==> src/rtl/ter_pkg.sv <==
// ----------------------------------------------------------------------------
// ter_pkg
// Shared constants, codes and control structs of the edge-function rasterizer.
// ----------------------------------------------------------------------------
package ter_pkg;

  localparam int unsigned SUBPIXEL_BITS = 4;
  localparam int unsigned MAX_WIDTH     = 256;
  localparam int unsigned MAX_HEIGHT    = 256;
  localparam int unsigned DEPTH_W       = 24;
  localparam int unsigned ZADDR_W       = 16;
  localparam int unsigned ACC_W         = 64;
  localparam int unsigned NUM_W         = 60;
  localparam int unsigned QUOT_W        = 24;
  localparam int unsigned STEP_W        = 5;
  localparam int unsigned MUL_A_W       = 19;
  localparam int unsigned MUL_B_W       = 25;
  localparam int unsigned HALF_W        = 18;

  localparam logic       OP_LOAD      = 1'b0;
  localparam logic       OP_ADVANCE   = 1'b1;
  localparam logic [1:0] SLOT_SETUP   = 2'd2;
  localparam logic [1:0] SLOT_INVALID = 2'd3;

  localparam logic [1:0] CFG_WIDTH   = 2'd0;
  localparam logic [1:0] CFG_HEIGHT  = 2'd1;
  localparam logic [1:0] CFG_WINDING = 2'd2;
  localparam logic [1:0] CFG_CULL    = 2'd3;

  typedef enum logic [1:0] {
    KIND_VERTEX = 2'd0,
    KIND_SETUP  = 2'd1,
    KIND_PIXEL  = 2'd2
  } kind_e;

  typedef enum logic [2:0] {
    STAT_OK      = 3'd0,
    STAT_CULLED  = 3'd1,
    STAT_OUTSIDE = 3'd2,
    STAT_ZERO    = 3'd3,
    STAT_NO_TRI  = 3'd4
  } status_e;

  typedef struct packed {
    logic en;
    logic clr;
    logic sub;
    logic shift;
  } mac_ctl_t;

  typedef struct packed {
    logic              start;
    logic [STEP_W-1:0] steps;
  } div_ctl_t;

endpackage

==> src/rtl/ter_mac.sv <==
// ----------------------------------------------------------------------------
// ter_mac
// Shared signed multiply-accumulate unit: one 19x25 product per cycle.
// ----------------------------------------------------------------------------
module ter_mac (
  input  logic                                clk_i,
  input  ter_pkg::mac_ctl_t                   ctl_i,
  input  logic signed [ter_pkg::MUL_A_W-1:0]  opa_i,
  input  logic signed [ter_pkg::MUL_B_W-1:0]  opb_i,
  output logic signed [ter_pkg::ACC_W-1:0]    acc_o
);
  import ter_pkg::*;

  localparam int unsigned PROD_W = MUL_A_W + MUL_B_W;

  logic signed [PROD_W-1:0] prod;
  logic signed [ACC_W-1:0]  term;
  logic signed [ACC_W-1:0]  base;
  logic signed [ACC_W-1:0]  acc_d;
  logic signed [ACC_W-1:0]  acc_q;

  assign prod = opa_i * opb_i;

  always_comb begin
    term = ACC_W'(prod);
    if (ctl_i.shift) begin
      term = term <<< HALF_W;
    end
    base  = ctl_i.clr ? '0 : acc_q;
    acc_d = ctl_i.sub ? base - term : base + term;
  end

  always_ff @(posedge clk_i) begin
    if (ctl_i.en) begin
      acc_q <= acc_d;
    end
  end

  assign acc_o = acc_q;

endmodule

==> config.mk <==
export PLATFORM = sky130hd
export DESIGN_NAME = ter_mac
export DESIGN_NICKNAME = d
export VERILOG_FILES = /design/src/rtl/ter_pkg.sv /design/src/rtl/ter_mac.sv
export SDC_FILE = /design/constraint.sdc
export NUM_CORES = 2
export LEC_CHECK = 0
export BUFFER_PORTS_ARGS = -buffer_cell sky130_fd_sc_hd__buf_2
export CAP_MARGIN = 30
export CORE_MARGIN = 4
export CORE_UTILIZATION = 32
export CTS_CLUSTER_DIAMETER = 120
export DETAILED_ROUTE_END_ITERATION = 10
export GPL_TIMING_DRIVEN = 0
export SLEW_MARGIN = 10
export SYNTH_ARGS = -nofsm -noshare
export SYNTH_HDL_FRONTEND = slang
export SYNTH_SLANG_ARGS = --single-unit
==> constraint.sdc <==
create_clock -name clk_i -period 13.6 [get_ports clk_i]
set_input_delay 2.72 -clock clk_i [delete_from_list [all_inputs] [get_ports clk_i]]
set_output_delay 2.72 -clock clk_i [all_outputs]
set_load 0.05 [all_outputs]
# After elaboration in Yosys (flattened, before gate mapping)
# Index checks and enable logic that the tools add are counted.
[totals]
ff_bits = 64
in_bits = 49
out_inout_bits = 64
word_cells = 7
[classes]
n_addsub = 2
multipliers = 1
muxes = 3
[op_table]
columns = ["operator", "count"]
rows = [
  ["$mux W64", 2],
  ["$add A64 B62 Y64", 1],
  ["$sub A64 B62 Y64", 1],
  ["$mux W61", 1],
  ["$mul A19 B25 Y44", 1],
]

# Logic depth before layout (Yosys ltp)
[depth]
word_depth = 4
depth_mapped = 44
mapped_depth_nobuf = 41

# Worst setup path after synthesis
# No wires, ideal clock.
[synth_path]
path_kind = "input to register"
startpoint = "input port opb_i[24] (netlist bit)"
endpoint = "register acc_q[63] (netlist: acc_o[63]), data pin"
setup_time_ps = 268
arrival_time_ps = 12516
t_required_ps = 13332
setup_slack_ps = 817
path_stages = 37
n_path_buf = 3
cell_sequence = "clkbuf_1 clkbuf_1 nand2_1 fa_1 inv_1 fa_1 fa_1 fa_1 fa_1 inv_1 fa_1 inv_1 ha_1 ha_1 a21oi_1 o21ai_0 or2_2 o311a_1 o211ai_1 mux2i_1 or3b_4 nor3b_4 a31oi_1 xnor2_1 ha_1 clkbuf_1 and3_1 a221o_1 a21o_1 a41oi_1 o21a_1 nand2_1 a31oi_1 a21oi_1 a221o_1 a21oi_1 xnor3_1"
[synth_via]
elab_chain_len = 4
word_cells_on_any_way = 5
cone_classes = "add/sub: 2; mul: 1; mux: 2"
[synth_lines]
columns = ["element", "line", "text"]
rows = [
  ["from (decl)", "ter_mac.sv:9", "input logic signed [ter_pkg::MUL_B_W-1:0] opb_i,"],
  ["$mul A19 B25 Y44 (*)", "ter_mac.sv:22", "assign prod = opa_i * opb_i;"],
  ["$mux W61", "ter_mac.sv:26", "if (ctl_i.shift) begin"],
  ["$add A64 B62 Y64 / $sub A64 B62 Y64 (equally long branches)", "ter_mac.sv:30", "acc_d = ctl_i.sub ? base - term : base + term;"],
  ["$mux W64 (*)", "ter_mac.sv:30", ""],
  ["net acc_d[63]", "ter_mac.sv:19", "logic signed [ACC_W-1:0] acc_d;"],
  ["to (signal assigned)", "ter_mac.sv:35", "acc_q <= acc_d;"],
  ["to (decl)", "ter_mac.sv:20", "logic signed [ACC_W-1:0] acc_q;"],
]
# The timed path passes the listed nets; every way through them passes the cells marked *.
# A chain may end at the register's enable or synchronous reset.

# Worst setup path in the final report
[layout_path]
startpoint = "input port opb_i[11] (netlist bit)"
endpoint = "register acc_q[63] (netlist: acc_o[63]), data pin"
# Same word-level chain as after synthesis.

==> metrics <==
CP endpoint kind=register; Clock Skew=between 0.008 and 0.009 ns; Worst Hold End=acc_o[63]; routed wire length=82.2 mm; largest net degree at the start of global routing=43; Synth top area share=a little over a third; crit path DAT=13.32 ns; final setup fails=0; Clock Pin Slew Worst Setup and Hold Paths=0.06 ns; hold_sp=acc_o[63]; Mapped Nets=3710; Placer Congestion=between 0.9 and 1; fin util=between 30% and 40%; Hold WC Path Type=reg2reg; clk sinks=64; total gr overflow=0; Avg Inst Size Synth=8.65 sq um; filler cell count in the final layout=8422; Root Buffer=clkbuf_16; Final Cycle Share=between 90% and 100%; DR WL/cell=19.6 microns; Post-synth EDFFs=64; hold_ws=0.762 ns; Register Area=1920 sq um; flop-to-flop setup slack=8.79 ns; Slew HR=36.0%; CP required=13.70 ns; Final Slew Violations=0; Via density=5.16; Area Growth Syn to Fin=11.0%; synthesized area=25900 sq um; CP top delay family=adder cells; number of global-route vias before repair=around 22000; DP HPWL=68.2 mm; cell taking the most area after synthesis=fa_1; Skew-Pair Late Insertion Delay=0.35 ns; clk buf depth=2; R2R cell count=14; DRC=0; DR vias=21600; fmax=75.6 MHz; CTS tree=done; Worst Path Buf+Inv=6; drt first pass iters=6; Final Hold Viols=0; top post-synthesis cells by area=fa_1, ha_1, edfxtp_1; Main synth FF type=edfxtp_1; Final TNS setup=0 ns; CORE AREA=80400 sq um; Die W=293 microns; GRT Total Usage=19.2%; max incr delay on CP=0.55 ns; I/O pin count=113; CP dominant cell by count=fa_1; Multi-input gate area=22000 sq um; Hold Path Depth=2; H-tree levels=3; DP Area=27800 sq um; slowest stage cell, crit path=fa_1; worst slew pin tran=0.953 ns; Crit Path Class=in2reg; Tmin final=13.22 ns; Largest register FFs=64; share of post-route cells with drive strength above 1=10.7%; max-cap violations=0; Yosys warning total=0; Post-DRT Antenna Nets=0; Seq cells post-synth=64; cells after synthesis=3000; first-pass GRT wire length=~130 mm; Finished Cell Area=a little under 30000 sq um; status=finished, final reports clean; reg2reg end=acc_o[45]; row cnt=roughly 100; CTS Buf Count=9; initial antenna violation count=2; Distinct cells, synth=105; fin nets=3833; critical path peak fanout=10; register area share after synthesis=between 7 and 8%; starting density of the core=32.3%; Die H=slightly below 300 microns; Die Area=approximately 86000 sq um; reg2reg start=acc_o[1]; Post-synth ARST share=0%; First DRT Iteration DRCs=around 1700; CP Launch Type=input pin; IO Port Bufs=93
through the flow:
step                      cells  setup slack [ns]
after floorplan            3000             0.817
after global placement     4153             -1.44
after detailed placement   4154             -1.33
after CTS                  4172           0.00178
after global routing       4186          -0.00289
final                      4187             0.377
cells in the final DEF (no fill, tap or decap), types with 10 or more instances in the layout:
cell and count:
o21a_1 24, a31oi_1 32, nand2_1 348, and2_1 228, clkbuf_4 15, inv_1 480, nand3_1 40, nor3_1 30
ha_1 183, buf_4 37, o21bai_1 16, clkbuf_1 38, a21o_1 55, o211ai_1 16, a211oi_1 10, nand2b_1 18
edfxtp_1 64, and3_1 19, nor2b_1 87, or3_1 14, xor2_1 41, a21oi_1 135, o21ai_0 75, buf_2 97
fa_1 465, xnor2_1 86, clkbuf_2 49, o31ai_1 10, nor2_1 137, nand4_1 24
how the worst max path moves through the flow:
stage                     startpoint  cells past startpoint         to  slack, ns
after floorplan            opb_i[24]                     37  acc_o[63]       0.82
after global placement      opa_i[2]                     40  acc_o[63]      -1.44
after detailed placement    opa_i[4]                     38  acc_o[63]      -1.33
after CTS                  opa_i[18]                     40  acc_o[63]      0.002
after global routing       opa_i[10]                     39  acc_o[63]     -0.003
final                      opb_i[11]                     39  acc_o[63]       0.38
cells by family (layout without fill, tap and decap cells):
family / after synthesis / in the layout / synth area share (%)
flip-flops: 64 / 64 / 7.41
AO/OA/AOI/OAI: 492 / 492 / 12.6
buffers and inverters: 625 / 751 / 9.37
multiplexers: 14 / 14 / 0.598
AND/OR/NAND/NOR: 1008 / 1008 / 19.9
XOR/XNOR: 136 / 136 / 4.64
adder cells (fa/ha/maj): 661 / 661 / 45.5
other: 0 / 1 / 0
routing by layer:
metal  wire (microns)  global-route usage, %  vias up  share of wire [%]
met5               20                      0        -              0.024
met2            37900                   31.2      770                 46
met1            35500                   26.6    10800                 43
met4             2880                   5.58        2                3.5
li1                 -                      -     9894                  -
met3             5880                   2.83      151                7.2
layout make-up:
cell class | instances | share of cell area (%)
clock inverters | 5 | 0.0912
repair buffers | 120 | 2.44
diodes | 1 | 0.00869
well taps | 1060 | 4.60
multi-input cells | 2311 | 76.4
inverters | 480 | 6.25
flip-flops and latches | 64 | 6.67
clock buffers | 9 | 0.782
plain buffers | 137 | 2.78
timing repair:
item / 4_1_cts / 5_1_grt
gates cloned: 0 / 0
endpoints found under the hold margin: 0 / 0
buffers inserted: 7 / 19
pin swaps: 7 / 23
hold buffers: 0 / 0
resized for setup: 112 / 113
endpoints found under the setup margin: 15 / 11
synth_stat cells, drive strengths merged, types with 5 or more instances:
| cell | number |
|---|---|
| nor2b | 87 |
| or3 | 16 |
| or2 | 5 |
| o21bai | 17 |
| a21oi | 147 |
| nor2 | 138 |
| nand3 | 40 |
| o31a | 6 |
| a211oi | 13 |
| nor3b | 7 |
| a211o | 6 |
| nand4 | 25 |
| ha | 189 |
| a31oi | 34 |
| o31ai | 13 |
| and4 | 5 |
| mux2i | 12 |
| buf | 20 |
| a21boi | 10 |
| or4 | 5 |
| o21ai | 89 |
| a21o | 56 |
| o41ai | 5 |
| and2 | 229 |
| o211a | 5 |
| fa | 472 |
| nand2 | 349 |
| nand2b | 18 |
| and3 | 21 |
| edfxtp | 64 |
| o211ai | 17 |
| o21a | 24 |
| inv | 480 |
| xor2 | 42 |
| nor4 | 11 |
| nor3 | 34 |
| a41oi | 9 |
| clkbuf | 125 |
| xnor2 | 93 |
worst register-to-register path, cell delays in order, from the launching register on:
cell      delay (ns)
edfxtp_1        0.38
nor2b_1         0.26
ha_1            0.26
nor2b_1         0.14
o31a_1          0.29
o311ai_0        0.68
a21oi_1         0.26
o21ai_0         0.26
a21boi_0        0.14
o21ai_0         0.37
nor3_1          0.14
or4b_2          0.66
a31oi_1         0.33
o311ai_0        0.19
xor2_1          0.18
Power is left out: the tool's default activity adds up to more than one toggle a clock period on the data nets, which glitch-free logic cannot reach.
