## config.mk

```make
export PLATFORM = sky130hd
export DESIGN_NAME = ter_div
export DESIGN_NICKNAME = d
export VERILOG_FILES = /design/src/rtl/ter_pkg.sv /design/src/rtl/ter_div.sv
export SDC_FILE = /design/constraint.sdc
export NUM_CORES = 1
export LEC_CHECK = 0
export BUFFER_PORTS_ARGS = -buffer_cell sky130_fd_sc_hd__buf_2
export CORE_ASPECT_RATIO = 0.5
export CORE_MARGIN = 3
export CORE_UTILIZATION = 60
export CTS_CLUSTER_DIAMETER = 100
export CTS_CLUSTER_SIZE = 25
export DETAILED_ROUTE_END_ITERATION = 8
export PLACE_DENSITY = 0.94
export SLEW_MARGIN = 15
export SYNTH_ARGS = -nofsm -noshare
export SYNTH_HDL_FRONTEND = slang
export SYNTH_SLANG_ARGS = --single-unit
```

## constraint.sdc

```tcl
create_clock -name clk_i -period 7 [get_ports clk_i]
set_input_delay 1.4 -clock clk_i [delete_from_list [all_inputs] [get_ports clk_i]]
set_output_delay 1.4 -clock clk_i [all_outputs]
set_load 0.02 [all_outputs]
```

## src/rtl/ter_pkg.sv

```systemverilog
// ----------------------------------------------------------------------------
// ter_pkg
// Shared constants, codes and control structs of the edge-function rasterizer.
// ----------------------------------------------------------------------------
package ter_pkg;

  localparam int unsigned SUBPIXEL_BITS = 4;
  localparam int unsigned MAX_WIDTH     = 256;
  localparam int unsigned MAX_HEIGHT    = 256;
  localparam int unsigned DEPTH_W       = 24;
  localparam int unsigned ZADDR_W       = 16;
  localparam int unsigned ACC_W         = 64;
  localparam int unsigned NUM_W         = 60;
  localparam int unsigned QUOT_W        = 24;
  localparam int unsigned STEP_W        = 5;
  localparam int unsigned MUL_A_W       = 19;
  localparam int unsigned MUL_B_W       = 25;
  localparam int unsigned HALF_W        = 18;

  localparam logic       OP_LOAD      = 1'b0;
  localparam logic       OP_ADVANCE   = 1'b1;
  localparam logic [1:0] SLOT_SETUP   = 2'd2;
  localparam logic [1:0] SLOT_INVALID = 2'd3;

  localparam logic [1:0] CFG_WIDTH   = 2'd0;
  localparam logic [1:0] CFG_HEIGHT  = 2'd1;
  localparam logic [1:0] CFG_WINDING = 2'd2;
  localparam logic [1:0] CFG_CULL    = 2'd3;

  typedef enum logic [1:0] {
    KIND_VERTEX = 2'd0,
    KIND_SETUP  = 2'd1,
    KIND_PIXEL  = 2'd2
  } kind_e;

  typedef enum logic [2:0] {
    STAT_OK      = 3'd0,
    STAT_CULLED  = 3'd1,
    STAT_OUTSIDE = 3'd2,
    STAT_ZERO    = 3'd3,
    STAT_NO_TRI  = 3'd4
  } status_e;

  typedef struct packed {
    logic en;
    logic clr;
    logic sub;
    logic shift;
  } mac_ctl_t;

  typedef struct packed {
    logic              start;
    logic [STEP_W-1:0] steps;
  } div_ctl_t;

endpackage

```

## src/rtl/ter_div.sv

```systemverilog
// ----------------------------------------------------------------------------
// ter_div
// Restoring divider, one quotient bit per cycle, up to 24 bits.
// ----------------------------------------------------------------------------
module ter_div (
  input  logic                          clk_i,
  input  logic                          rst_ni,
  input  ter_pkg::div_ctl_t             ctl_i,
  input  logic [ter_pkg::NUM_W-1:0]     rem_i,
  input  logic [ter_pkg::QUOT_W-1:0]    low_i,
  input  logic [ter_pkg::NUM_W-1:0]     den_i,
  output logic [ter_pkg::QUOT_W-1:0]    quot_o,
  output logic                          done_o
);
  import ter_pkg::*;

  logic [NUM_W-1:0]  rem_q;
  logic [QUOT_W-1:0] low_q;
  logic [NUM_W-1:0]  den_q;
  logic [QUOT_W-1:0] quot_q;
  logic [STEP_W-1:0] cnt_q;
  logic              done_q;
  logic [NUM_W:0]    trial;
  logic [NUM_W:0]    diff;
  logic              ge;

  always_comb begin
    trial = {rem_q, low_q[QUOT_W-1]};
    diff  = trial - {1'b0, den_q};
    ge    = trial >= {1'b0, den_q};
  end

  always_ff @(posedge clk_i or negedge rst_ni) begin
    if (!rst_ni) begin
      cnt_q  <= '0;
      done_q <= 1'b0;
    end else begin
      done_q <= !ctl_i.start && (cnt_q == STEP_W'(1));
      if (ctl_i.start) begin
        cnt_q <= ctl_i.steps;
      end else if (cnt_q != '0) begin
        cnt_q <= cnt_q - 1'b1;
      end
    end
  end

  always_ff @(posedge clk_i) begin
    if (ctl_i.start) begin
      rem_q  <= rem_i;
      low_q  <= low_i;
      den_q  <= den_i;
      quot_q <= '0;
    end else if (cnt_q != '0) begin
      rem_q  <= ge ? diff[NUM_W-1:0] : trial[NUM_W-1:0];
      low_q  <= {low_q[QUOT_W-2:0], 1'b0};
      quot_q <= {quot_q[QUOT_W-2:0], ge};
    end
  end

  assign quot_o = quot_q;
  assign done_o = done_q;

endmodule

```

## Word-level counts from Yosys, hierarchy flattened

Cells that the tools add are included.

| storage, ports and cells | value |
|---|---|
| input bits | 152 |
| bits in registers | 174 |
| logic and storage cells | 21 |
| output and inout port bits | 25 |

| operators by class | value |
|---|---|
| add/subtract/negate cells | 2 |
| magnitude comparators | 1 |
| multiplexer cells | 7 |
| reductions and logical operators | 4 |
| equal/unequal tests | 1 |

Operators with widths:

| operator | count |
|---|---|
| two-way mux 60 bit | 3 |
| greater-or-equal comparator 61 x 60 -> 1 bit | 1 |
| subtractor 60 bit | 1 |
| two-way mux 24 bit | 2 |
| two-way mux 5 bit | 2 |
| == test 5 x 1 -> 1 bit, second input constant | 1 |
| nonzero test 5 bit | 1 |
| subtractor 5 x 1 -> 5 bit, second input constant | 1 |
| nonzero test 2 bit | 1 |
| logical AND 1 bit | 1 |
| zero test 1 bit | 1 |

## Logic depth before layout (Yosys ltp)

Gate-level depths: netlist of run 1.

| logic depth | value |
|---|---|
| depth in word-level cells | 4 |
| mapped depth | 15 |
| mapped depth without buffers | 13 |

## Worst setup path before layout of run 1

Ideal clock, no wire load.

| timing path | value |
|---|---|
| path type | input-to-reg |
| start | input port ctl_i[5] (netlist bit) |
| end | register low_q[0], enable pin |
| buffers on the path | 2 |
| setup slack | 2.551 ns |
| setup time | 0.456 ns |
| data required time | 6.544 ns |
| arrival | 3.992 ns |
| cell stages on the path | 3 |
| cells stage by stage | clkbuf_1 -> clkbuf_1 -> nand2b_1 |

| between the ends | value |
|---|---|
| longest elaborated chain between the ends | 1 |

Ends and longest elaborated chain:

| element | line | source |
|---|---|---|
| start, declared | ter_div.sv:8 | `input ter_pkg::div_ctl_t ctl_i,` |
| nonzero test 2 bit (no line) | n/a |  |
| end signal, assigned | ter_div.sv:50 | `low_q <= low_i;` |
| end signal, assigned | ter_div.sv:55 | `low_q <= {low_q[QUOT_W-2:0], 1'b0};` |
| end, declared | ter_div.sv:18 | `logic [QUOT_W-1:0] low_q;` |

No other way between the ends.
A chain may end at the register's enable or synchronous reset.

## Worst setup path in the final report of run 1

| timing path | value |
|---|---|
| start | register rem_q[10] |
| end | register rem_q[3], data pin |

| between the ends | value |
|---|---|
| longest elaborated chain between the ends | 4 |

Ends and longest elaborated chain:

| element | line | source |
|---|---|---|
| start, declared | ter_div.sv:17 | `logic [NUM_W-1:0] rem_q;` |
| start signal, assigned | ter_div.sv:49 | `rem_q <= rem_i;` |
| start signal, assigned | ter_div.sv:54 | `rem_q <= ge ? diff[NUM_W-1:0] : trial[NUM_W-1:0];` |
| greater-or-equal comparator 61 x 60 -> 1 bit | ter_div.sv:30 | `ge = trial >= {1'b0, den_q};` |
| two-way mux 60 bit | ter_div.sv:54 |  |
| two-way mux 60 bit | ter_div.sv:53 | `end else if (cnt_q != '0) begin` |
| two-way mux 60 bit | ter_div.sv:48 | `if (ctl_i.start) begin` |

No other way between the ends. The select of a mux whose other input is x is not followed.

==> results.txt, run 1 <==
----------------------------------------------------
[Critical path]
  Arrival time worst endpoint ... 4.52 ns
  Critical Path Fanout Max ... 29
  Element type at the critical path start ... flip-flop
  Endpoint kind of the worst setup timing path ... flip-flop
  Data required time of the worst path ... 7.20 ns
  Crit Path Category ... flip-flop to flip-flop

[CTS]
  Post-CTS setup-driven buffer insertion count ... 0
  Clock insertion delay at the later pin of the skew report ... 0.44 ns
  Cell chosen for the clock root ... sky130_fd_sc_hd__clkbuf_16
  Sink Count ... 174
  TritonCTS clock tree ... built
  Maximum buffer depth of the clock tree ... 2
  PostCTS Resize Cnt ... 0
  Post-CTS Hold Fix Bufs ... 0
  Reg clk slew, reported paths ... 0.08 ns
  H-tree levels ... 4
  CTS Buf Count ... 17

[Floorplan]
  Chip height ... 102 um
  # IOs ... 177
  Die width ... 198 um
  Core Footprint ... 0.0177 mm^2
  Die area ... 0.0201 mm^2
  Initial Utilization ... 62.3%
  Placement Rows ... 34

[Synthesis]
  Sequential fraction of the synthesis area ... 44.9%
  Synth Register Bits ... 174
  Cell taking the most area after synthesis ... sky130_fd_sc_hd__edfxtp_1
  Instance count of the mapped netlist ... 1112
  Unique masters post-synth ... 70
  Top cells by area, synth ... sky130_fd_sc_hd__edfxtp_1 39%, sky130_fd_sc_hd__ha_1 7.1%, sky130_fd_sc_hd__mux2_2 6.9%, sky130_fd_sc_hd__a21oi_1 5.7%, sky130_fd_sc_hd__dfxtp_1 4.4%
  Proportion of synthesized flip-flops having asynchronous set or reset ... 3.45%
  Post-synth top area share ... 39.2%
  Net count after synthesis ... 1328
  Count of warnings emitted by yosys ... 0
  Number of synthesized flops with an enable pin ... 144
  Avg Synthesized Cell Area ... 9.92 um^2
  Predominant post-synthesis flop cell ... sky130_fd_sc_hd__edfxtp_1
  Area of the mapped netlist ... 0.0110 mm^2

[Placement]
  Area post-placement ... 0.0120 mm^2
  Gp weighted congestion ... 0.944
  HPWL after detailed placement ... 19300 um
  IO buf count ... 176

[Route]
  Antenna-violating nets left ... 0
  Wire length per cell ... 18.2 um
  Detailed-route vias per instance ... 6.10
  DR DRC count ... 0
  Router iterations before antenna repair ... 6
  Total Wirelength ... 27200 um
  DR iter-0 viols ... 925
  Total via count in the routed design ... 9093

[Final layout]
  Area growth syn-to-layout ... 14.1%
  Cell area after layout ... 0.0126 mm^2
  Highest-count cells in the layout ignoring fill and taps ... 175 x sky130_fd_sc_hd__buf_2, 144 x sky130_fd_sc_hd__edfxtp_1, 126 x sky130_fd_sc_hd__a21oi_1
  Most common cell after layout, fill and taps aside ... sky130_fd_sc_hd__buf_2
  Net count reported at finish ... 1459
  Fraction of layout cells with a size suffix above 1 ... 23.6%

[STA]
  Clock skew ... 0.0181 ns
  Highest clock rate ... 231 MHz
  Crit path time final ... 4.32 ns
  Total negative setup slack ... 0 ns
  Final number of setup-violating endpoints ... 0
  Unrepaired setup endpoints after global routing ... no
  Number of failing hold endpoints at the final stage ... 0
  Worst Max-Slew Pin Slew ... 1.12 ns
  Max-slew violation count ... 0
  Slew Limit Headroom ... 25.5%
  Final worst path period share ... 61.8%

[Global route]
  Global-route total usage across every layer ... 27.1%
  Initial antenna violation count ... 1
  First-pass GRT wire length ... 43800 um
  Maximum number of pins on one net before global-route repair ... 137
  GRT overflow ... 0
  Vias in the first global route ... 9046

[Pwr]
  Maximum vdd drop ... 0.206 mV
  Power density cells ... 437 mW/mm^2
  P_leak ... 5.41 nW

[Min path]
  Worst hold-check path type ... flip-flop to flip-flop

[Job]
  Max-cap violations ... 0

[Status]
  Run status ... finished clean

----------------------------------------------------
-- where the power goes --
| part | internal, W | switching, W | total (W) |
|---|---|---|---|
| Combinational | 0.00125 | 0.00171 | 0.00296 |
| Clock | 0.000482 | 0.000475 | 0.000957 |
| Sequential | 0.00145 | 0.000137 | 0.00159 |
| Total | 0.00318 | 0.00232 | 0.00550 |
-- final timing paths --
kind | from | endpoint | slack (ns) | cells past startpoint
min in group asynchronous | rst_ni | done_o | 0.77 | 1
setup / recovery | rem_q[10] | rem_q[3] | 2.68 | 11
hold / removal | quot_o[23] | quot_o[23] | 0.47 | 2
hold reg to reg | quot_o[23] | quot_o[23] | 0.47 | 2
setup reg to reg | rem_q[10] | rem_q[3] | 2.68 | 11
max in group asynchronous | rst_ni | cnt_q[1] | 6.09 | 1
-- synthesized netlist by cell type, drive strengths merged, types with 6 or more instances --
| master | number |
|---|---|
| a21o | 41 |
| a21oi | 127 |
| a221o | 10 |
| and2 | 7 |
| buf | 15 |
| clkbuf | 53 |
| dfrtp | 6 |
| dfxtp | 24 |
| edfxtp | 144 |
| ha | 63 |
| inv | 74 |
| mux2 | 68 |
| nand2 | 116 |
| nand2b | 6 |
| nand3 | 14 |
| nand4 | 22 |
| nor2 | 80 |
| nor2b | 15 |
| nor3 | 14 |
| nor3b | 11 |
| o21a | 9 |
| o21ai | 48 |
| o21bai | 15 |
| o31ai | 8 |
| xnor2 | 31 |
| xor2 | 25 |
-- through the flow --
stage               worst slack, ns  hold slack [ns]  cells  utilization, %  total power, W
detailed placement             2.77            0.453   1458            67.7         0.00445
global route                   2.47            0.482   1490            71.1         0.00586
global placement               2.93            0.436   1458            67.7         0.00431
floorplan                      2.55            0.525   1112               -         0.00384
CTS                            2.74            0.465   1490            71.1         0.00546
finish                         2.68            0.469   1491            71.1         0.00550
-- flip-flops by register name, summed over array words and instances, names as in the netlist --
name    cells
quot_o     24
rem_q      60
den_q      60
cnt_q       5
low_q      24
done_o      1
-- kinds of logic (layout without fill, tap and decap cells) --
kind of cell | after synthesis | in the layout | synth area share, %
other | 0 | 1 | 0
DFF | 174 | 174 | 44.9
AOI/OAI and AO/OA | 293 | 293 | 17.3
and+or+nand+nor | 311 | 311 | 13.6
buffers and inverters | 142 | 286 | 5.12
muxes | 72 | 72 | 7.31
adders and majority gates | 64 | 64 | 7.33
xor gates and xnor gates | 56 | 56 | 4.45
-- worst max-delay path: stages (launching register included) --
cell	delay [ns]
sky130_fd_sc_hd__edfxtp_1	0.42
sky130_fd_sc_hd__ha_1	0.52
sky130_fd_sc_hd__and4_1	0.27
sky130_fd_sc_hd__nand4b_1	0.10
sky130_fd_sc_hd__a21oi_1	0.17
sky130_fd_sc_hd__nor3_2	0.12
sky130_fd_sc_hd__a2111oi_4	0.41
sky130_fd_sc_hd__nor3_4	0.13
sky130_fd_sc_hd__o31ai_4	0.87
sky130_fd_sc_hd__buf_4	0.44
sky130_fd_sc_hd__mux2_2	0.37
sky130_fd_sc_hd__mux2_2	0.26
-- metal layers --
| layer | vias up | part of all wire (%) | GRT usage, % |
|---|---|---|---|
| met4 | 2 | 2.7 | 9.78 |
| met3 | 86 | 7.7 | 6.03 |
| li1 | 4269 | - | - |
| met5 | - | 0.048 | 0 |
| met1 | 4319 | 42 | 35.3 |
| met2 | 417 | 48 | 45.6 |
-- final cells by class --
| cell class | count | area (um^2) |
|---|---|---|
| diodes | 1 | 2.50 |
| clock buffers | 18 | 429 |
| clock inverters | 14 | 168 |
| fillers | 1222 | 5110 |
| inverters | 74 | 278 |
| multi-input cells | 796 | 5520 |
| flip-flops and latches | 174 | 4950 |
| well taps | 234 | 293 |
| repair buffers | 180 | 942 |
Note: power is estimated with default switching activity, not from simulation.
==> run 2: changes to the inputs <==
ABC_AREA = 1   (was not set)
CORE_UTILIZATION = 54   (was 60)
PLACE_DENSITY = 0.88   (was 0.94)
clock period = 3.6 ns   (was 7 ns; I/O delays follow)
==> run 2 against run 1 <==
Sequential cell count is the same; core utilization shrank 7.3 points; sequential power grew 91%; non-clock buffer count grew 3; via count grew 39%; largest cell class unchanged; routed wire length grew 40%; clock-buffer cell count grew 1; maximum frequency grew 43%; worst hold slack lost 0.40 ns; largest power group unchanged.
==> results.txt, run 2 <==
----------------------------------------------------
[Status]
  Run status ... finished clean

[Pwr]
  Power share of the sequential group ... 25.3% (-3.6 points)
  Maximum vdd drop ... 0.422 mV (+100%)
  Net switching power figure ... 0.00586 W (+150%)
  P_leak ... 8.47 nW (+57%)
  Switching portion of total power ... 48.9% (+6.7 points)
  Clock network fraction of total power ... 15.5% (-1.9 points)
  Cell internal pwr ... 0.00612 W (+92%)
  Combinational power share ... 59.2% (+5.5 points)
  Power density cells ... 800 mW/mm^2 (+83%)

[Final layout]
  Area growth syn-to-layout ... 13.1%
  Net count reported at finish ... 2386 (+64%)
  Most common cell after layout, fill and taps aside ... sky130_fd_sc_hd__nand2_1
  Number of fill cells ... 2212 (+81%)
  Fraction of layout cells with a size suffix above 1 ... 10.7% (-13 points)
  Highest-count cells in the layout ignoring fill and taps ... 866 x sky130_fd_sc_hd__nand2_1, 436 x sky130_fd_sc_hd__inv_1, 175 x sky130_fd_sc_hd__buf_2
  Leading registers by flop count ... den_q: 60 flops, rem_q: 60 flops

[Critical path]
  Endpoint kind of the worst setup timing path ... flip-flop
  Element type at the critical path start ... flip-flop
  Crit Path Category ... flip-flop to flip-flop
  Critical Path Fanout Max ... 60 (+110%)
  Data required time of the worst path ... 3.82 ns (-3.38 ns)
  Arrival time worst endpoint ... 3.25 ns (-1.27 ns)

[CTS]
  H-tree levels ... 4 (unchanged)
  Cell chosen for the clock root ... sky130_fd_sc_hd__clkbuf_16
  Sink Count ... 174 (unchanged)
  Clock insertion delay at the later pin of the skew report ... 0.47 ns (+0.03 ns)
  PostCTS Resize Cnt ... 0 (unchanged)
  TritonCTS clock tree ... built
  Reg clk slew, reported paths ... 0.08 ns (about the same)
  Maximum buffer depth of the clock tree ... 2 (unchanged)
  Post-CTS setup-driven buffer insertion count ... 0 (unchanged)
  CTS Buf Count ... 17 (unchanged)
  Post-CTS Hold Fix Bufs ... 0 (unchanged)

[Global route]
  First-pass GRT wire length ... 59700 um (+36%)
  Initial antenna violation count ... 5 (+4)
  Vias in the first global route ... 11525 (+27%)
  Global-route total usage across every layer ... 29.3% (+2.1 points)
  GRT overflow ... 0 (unchanged)
  Maximum number of pins on one net before global-route repair ... 89 (-35%)

[Route]
  Wire length per cell ... 15.1 um (-17%)
  Router iterations before antenna repair ... 5 (-1)
  Total Wirelength ... 38000 um (+40%)
  DR iter-0 viols ... 1539 (+66%)
  Antenna-violating nets left ... 0 (unchanged)
  Total via count in the routed design ... 12607 (+39%)
  Detailed-route vias per instance ... 5.02 (-18%)
  DR DRC count ... 0 (unchanged)

[Synthesis]
  Number of synthesized flops with an enable pin ... 144 (unchanged)
  Sequential fraction of the synthesis area ... 37.4% (-7.5 points)
  Synth Register Bits ... 174 (unchanged)
  Predominant post-synthesis flop cell ... sky130_fd_sc_hd__edfxtp_1
  Instance count of the mapped netlist ... 2009 (+81%)
  Most common library cells after synthesis ... 866 x sky130_fd_sc_hd__nand2_1, 438 x sky130_fd_sc_hd__inv_1, 144 x sky130_fd_sc_hd__edfxtp_1
  Cell taking the most area after synthesis ... sky130_fd_sc_hd__edfxtp_1
  Top cells by area, synth ... sky130_fd_sc_hd__edfxtp_1 33%, sky130_fd_sc_hd__nand2_1 25%, sky130_fd_sc_hd__inv_1 12%, sky130_fd_sc_hd__ha_1 5.9%, sky130_fd_sc_hd__nand3_1 4.5%
  Count of warnings emitted by yosys ... 0 (unchanged)
  Proportion of synthesized flip-flops having asynchronous set or reset ... 3.45% (unchanged)
  Net count after synthesis ... 2225 (+68%)
  Post-synth top area share ... 32.6% (-6.6 points)
  Unique masters post-synth ... 39 (-44%)
  Library cell with the highest instance count after synthesis ... sky130_fd_sc_hd__nand2_1
  Area of the mapped netlist ... 0.0133 mm^2 (+20%)
  Avg Synthesized Cell Area ... 6.60 um^2 (-33%)

[STA]
  Worst Max-Slew Pin Slew ... 0.960 ns (-0.158 ns)
  Hold slack final ... 0.0678 ns (-0.401 ns)
  Slew Limit Headroom ... 36.0% (+11 points)
  Total negative setup slack ... 0 ns (unchanged)
  Unrepaired setup endpoints after global routing ... no
  Final number of setup-violating endpoints ... 0 (unchanged)
  Final worst path period share ... 84.2% (+22 points)
  Max-slew violation count ... 0 (unchanged)
  Highest clock rate ... 330 MHz (+43%)
  Crit path time final ... 3.03 ns (-1.29 ns)
  Clock skew ... 0.0223 ns (+0.00420 ns)
  Number of failing hold endpoints at the final stage ... 0 (unchanged)

[Placement]
  Gp weighted congestion ... 1.04 (+9.8%)
  IO buf count ... 176 (unchanged)
  HPWL after detailed placement ... 29500 um (+53%)

[Min path]
  Worst hold-check path type ... input port to async pin

[Floorplan]
  # IOs ... 177 (unchanged)
  Core Footprint ... 0.0235 mm^2 (+33%)
  Die area ... 0.0266 mm^2 (+32%)
  Initial Utilization ... 56.5% (-5.9 points)
  Die width ... 228 um (+15%)
  Placement Rows ... 39 (+15%)
  Chip height ... 117 um (+15%)

[Job]
  Max-cap violations ... 0 (unchanged)

----------------------------------------------------
[run 2: changes by cell type after synthesis, moves of 23 or more]
| cell | before | now |
|---|---|---|
| sky130_fd_sc_hd__nand3_1 | 14 | 119 |
| sky130_fd_sc_hd__nand2_1 | 116 | 866 |
| sky130_fd_sc_hd__mux2_2 | 68 | 0 |
| sky130_fd_sc_hd__a21o_1 | 41 | 2 |
| sky130_fd_sc_hd__nor2_1 | 80 | 105 |
| sky130_fd_sc_hd__inv_1 | 74 | 438 |
| sky130_fd_sc_hd__a21oi_1 | 126 | 32 |
| sky130_fd_sc_hd__nand3b_1 | 3 | 58 |
| sky130_fd_sc_hd__clkbuf_1 | 52 | 16 |
| sky130_fd_sc_hd__o21ai_0 | 46 | 7 |
| sky130_fd_sc_hd__xor2_1 | 25 | 2 |
[run 2: layout make-up]
class,count,area (um^2),share of cell area [%]
inverter,442,1660,11.1
clock inverter,13,123,0.818
timing repair buffer,183,948,6.33
tap,328,410,2.74
sequential,174,4950,33.1
antenna,2,5.00,0.0334
multi-input combinational,1352,6430,42.9
clock buffer,19,454,3.03
[run 2: per-stage QoR]
stage          power (W)  worst slack, ns  std cells  util [%]  area, um^2
4_1_cts           0.0118            0.607       2511      63.8       15000
2_1_floorplan    0.00815            0.646       2009         -       13300
3_3_place_gp     0.00981            0.708       2479      61.4       14400
6_report          0.0120            0.567       2513      63.8       15000
3_5_place_dp     0.00993            0.645       2479      61.4       14400
5_1_grt           0.0130            0.391       2512      63.8       15000
[run 2: final timing paths]
check | from | slack, ns | cells after the start | endpoint
min | rst_ni | 0.07 | 1 | cnt_q[0]
min reg2reg | quot_o[7] | 0.48 | 2 | quot_o[7]
min in group clk_i | den_i[44] | 0.42 | 1 | den_q[44]
max | rem_q[22] | 0.57 | 16 | rem_q[50]
max in group asynchronous | rst_ni | 3.39 | 1 | done_o
max reg2reg | rem_q[22] | 0.57 | 16 | rem_q[50]
[run 2: worst max-delay path, cell delays in order, from the launching register on]
cell and delay, ns:
sky130_fd_sc_hd__edfxtp_1 0.41, sky130_fd_sc_hd__ha_1 0.37, sky130_fd_sc_hd__nand2_1 0.12, sky130_fd_sc_hd__inv_1 0.05
sky130_fd_sc_hd__nand2_1 0.05, sky130_fd_sc_hd__nand2_1 0.08, sky130_fd_sc_hd__nand2_1 0.07, sky130_fd_sc_hd__nand2_1 0.14
sky130_fd_sc_hd__a21oi_1 0.19, sky130_fd_sc_hd__nand2_2 0.15, sky130_fd_sc_hd__nand3_4 0.10, sky130_fd_sc_hd__buf_4 0.58
sky130_fd_sc_hd__nand3_1 0.17, sky130_fd_sc_hd__nand2_1 0.10, sky130_fd_sc_hd__inv_1 0.05, sky130_fd_sc_hd__nand2_1 0.05
sky130_fd_sc_hd__nand2_1 0.07
[run 2: power by group through the flow]
stage	combinational [W]	clock, W	sequential [W]
after floorplan	0.00516	0	0.00299
after global placement	0.00676	0	0.00304
after detailed placement	0.00688	0	0.00305
after CTS	0.00695	0.00187	0.00302
after global routing	0.00796	0.00195	0.00308
final	0.00710	0.00185	0.00303
[run 2: logic make-up (layout without fill, tap and decap cells)]
| group | Yosys count | in the layout | share of synthesized area [%] |
|---|---|---|---|
| AO/OA/AOI/OAI | 68 | 68 | 2.93 |
| XOR/XNOR | 33 | 33 | 2.18 |
| adder cells (fa/ha/maj) | 64 | 64 | 6.10 |
| buffers and inverters | 483 | 657 | 14.1 |
| flip-flops | 174 | 174 | 37.4 |
| other | 0 | 2 | 0 |
| AND/OR/NAND/NOR | 1187 | 1187 | 37.3 |
[run 2: metal layers]
metal,track usage (%),share of wire [%],vias to the layer above
met5,0,0.11,-
met3,8.90,11,44
met2,41.6,40,525
met4,6.09,1.1,8
met1,43.9,48,5600
li1,-,-,6430
==> run 3: changes to the inputs <==
CORE_UTILIZATION = 59   (was 54)
PLACE_DENSITY = 0.91   (was 0.88)
clock period = 3.15 ns   (was 3.6 ns; I/O delays follow)
==> run 3 against run 2 <==
Clock power grew 18%; critical path depth decreased by 2; combinational power rose by 19%; worst hold slack gained 0.27 ns; clock-buffer cell count decreased by 2; first-iteration DRC count increased by 2.5%; critical path type unchanged; critical endpoint is now rem_q[52].
==> results.txt, run 3 (synthesized netlist as in run 2, its figures left out) <==
----------------------------------------------------
[Status]
  Run status ... finished clean

[Placement]
  Gp weighted congestion ... 1.08 (+4.0%)
  IO buf count ... 176 (unchanged)
  HPWL after detailed placement ... 31700 um (+7.4%)
  Area post-placement ... 0.0145 mm^2 (+0.83%)
  Total instance count after detailed placement ... 2465 (-0.56%)

[CTS]
  Post-CTS Hold Fix Bufs ... 1 (+1)
  PostCTS Resize Cnt ... 0 (unchanged)
  Clock insertion delay at the later pin of the skew report ... 0.46 ns (about the same)
  H-tree levels ... 4 (unchanged)
  TritonCTS clock tree ... built
  Reg clk slew, reported paths ... 0.07 ns (about the same)
  Cell chosen for the clock root ... sky130_fd_sc_hd__clkbuf_16
  CTS Buf Count ... 17 (unchanged)
  Sink Count ... 174 (unchanged)
  Post-CTS setup-driven buffer insertion count ... 0 (unchanged)
  Maximum buffer depth of the clock tree ... 2 (unchanged)

[Global route]
  Maximum number of pins on one net before global-route repair ... 151 (+70%)
  Initial antenna violation count ... 0 (-5)
  GRT overflow ... 0 (unchanged)
  Global-route total usage across every layer ... 34.2% (+5.0 points)
  First-pass GRT wire length ... 64900 um (+8.6%)
  Vias in the first global route ... 12383 (+7.4%)

[Job]
  Max-cap violations ... 0 (unchanged)

[Final layout]
  Area growth syn-to-layout ... 14.2%
  Final Non-Filler Cells ... 2498 (-0.60%)
  Cell area after layout ... 0.0151 mm^2 (+1.0%)
  Number of fill cells ... 1926 (-13%)
  Highest-count cells in the layout ignoring fill and taps ... 866 x sky130_fd_sc_hd__nand2_1, 436 x sky130_fd_sc_hd__inv_1, 175 x sky130_fd_sc_hd__buf_2
  Leading registers by flop count ... den_q: 60 flops, rem_q: 60 flops
  Net count reported at finish ... 2401 (+0.63%)
  Fraction of layout cells with a size suffix above 1 ... 11.3% (+0.61 points)
  Final cell utilization of the core ... 69.2% (+5.4 points)
  Total inserted antenna cells ... 0 (-2)
  Most common cell after layout, fill and taps aside ... sky130_fd_sc_hd__nand2_1

[STA]
  Final worst path period share ... 91.6% (+7.3 points)
  Worst Max-Slew Pin Slew ... 1.18 ns (+0.219 ns)
  Highest clock rate ... 347 MHz (+5.1%)
  Crit path time final ... 2.89 ns (-0.148 ns)
  Total negative setup slack ... 0 ns (unchanged)
  Max-slew violation count ... 0 (unchanged)
  Clock skew ... 0.00947 ns (-0.0128 ns)
  Unrepaired setup endpoints after global routing ... no
  Number of failing hold endpoints at the final stage ... 0 (unchanged)
  Hold slack final ... 0.339 ns (+0.271 ns)
  Final number of setup-violating endpoints ... 0 (unchanged)
  Slew Limit Headroom ... 21.4% (-15 points)

[Floorplan]
  Die area ... 0.0244 mm^2 (-8.2%)
  # IOs ... 177 (unchanged)
  Core Footprint ... 0.0219 mm^2 (-6.8%)
  Chip height ... 112 um (-4.1%)
  Die width ... 218 um (-4.2%)
  Initial Utilization ... 60.6% (+4.1 points)
  Placement Rows ... 38 (-2.6%)

[Critical path]
  Critical Path Slowest Stage Cell ... sky130_fd_sc_hd__fa_1
  Capture point of the worst reg-to-reg path ... rem_q[52]
  Critical register-to-register path startpoint ... low_q[23]
  Buffers and inverters on the worst path ... 2 (-1)
  Cell class contributing the biggest share of worst-path delay ... simple AND/OR/NAND/NOR gates
  Endpoint kind of the worst setup timing path ... flip-flop
  Cells along the critical path ... inv_1 -> ha_1 -> fa_1 -> inv_1 -> nand2_1 -> nand2_1 -> and2_1 -> nand3b_1 -> nand3_1 -> nand2_1 -> nand3_1 -> nand3_1 -> nand2_1 -> nand2_1
  Delay of the slowest critical-path stage ... 0.41 ns (-0.17 ns)
  Cell repeated most along the worst path ... sky130_fd_sc_hd__nand2_1
  Data required time of the worst path ... 3.37 ns (-0.45 ns)
  Total stage count of the critical path ... 14 (-2)
  Crit Path Category ... flip-flop to flip-flop
  Worst reg-to-reg setup slack ... 0.26 ns (-0.30 ns)
  Critical Path Fanout Max ... 3 (-95%)
  Arrival time worst endpoint ... 3.10 ns (-0.15 ns)
  Worst R2R Path Depth ... 14 (-2)
  Element type at the critical path start ... flip-flop

[Route]
  DR iter-0 viols ... 1578 (+2.5%)
  Total Wirelength ... 40900 um (+7.5%)
  Total via count in the routed design ... 13062 (+3.6%)
  Router iterations before antenna repair ... 6 (+1)
  Detailed-route vias per instance ... 5.23 (+4.2%)
  Wire length per cell ... 16.4 um (+8.1%)
  Antenna-violating nets left ... 0 (unchanged)
  DR DRC count ... 0 (unchanged)

[Min path]
  Worst hold-check path type ... input port to flip-flop
  Worst hold stages ... 1
  Endpoint of the worst hold path ... den_q[2]
  HP Start ... den_i[2]

[Pwr]
  Maximum vdd drop ... 0.510 mV (+21%)
  Power density cells ... 933 mW/mm^2 (+17%)
  P_leak ... 8.58 nW (+1.3%)

----------------------------------------------------
==> run 3: cell type report <==
cell class | count | area (um^2) | area share, %
Multi-Input combinational cell | 1352 | 6430 | 42.4
Timing Repair Buffer | 198 | 1110 | 7.36
Inverter | 442 | 1660 | 11.0
Tap cell | 300 | 375 | 2.48
Sequential cell | 174 | 4950 | 32.7
Clock inverter | 15 | 183 | 1.21
Clock buffer | 17 | 425 | 2.81
==> run 3: metal layers <==
layer | GRT usage, % | up-vias | routed length (um)
li1 | - | 6457 | -
met1 | 51.8 | 5893 | 19100
met2 | 48.8 | 666 | 16400
met3 | 9.60 | 46 | 4880
met4 | 7.07 | 0 | 521
met5 | 0 | - | 0
==> run 3: how the worst max path moves through the flow <==
stage	from	to	slack (ns)
finish	low_q[23]	rem_q[52]	0.26
global route	rem_q[22]	rem_q[52]	0.08
CTS	low_q[23]	rem_q[52]	0.38
detailed placement	den_q[0]	rem_q[52]	0.43
global placement	rem_q[48]	rem_q[58]	0.46
floorplan	ctl_i[5]	low_q[0]	0.29
==> run 3: through the flow <==
step                      total power (W)  setup WS, ns
after floorplan                   0.00931         0.286
after global placement             0.0114         0.462
final                              0.0141         0.265
after global routing               0.0153        0.0803
after CTS                          0.0139         0.376
after detailed placement           0.0116         0.431
==> run 3: where the power goes <==
part           internal [W]  switching [W]  total, W
Clock               0.00111        0.00108   0.00219
Sequential          0.00318       0.000271   0.00345
Combinational       0.00286        0.00562   0.00848
Total               0.00715        0.00697    0.0141
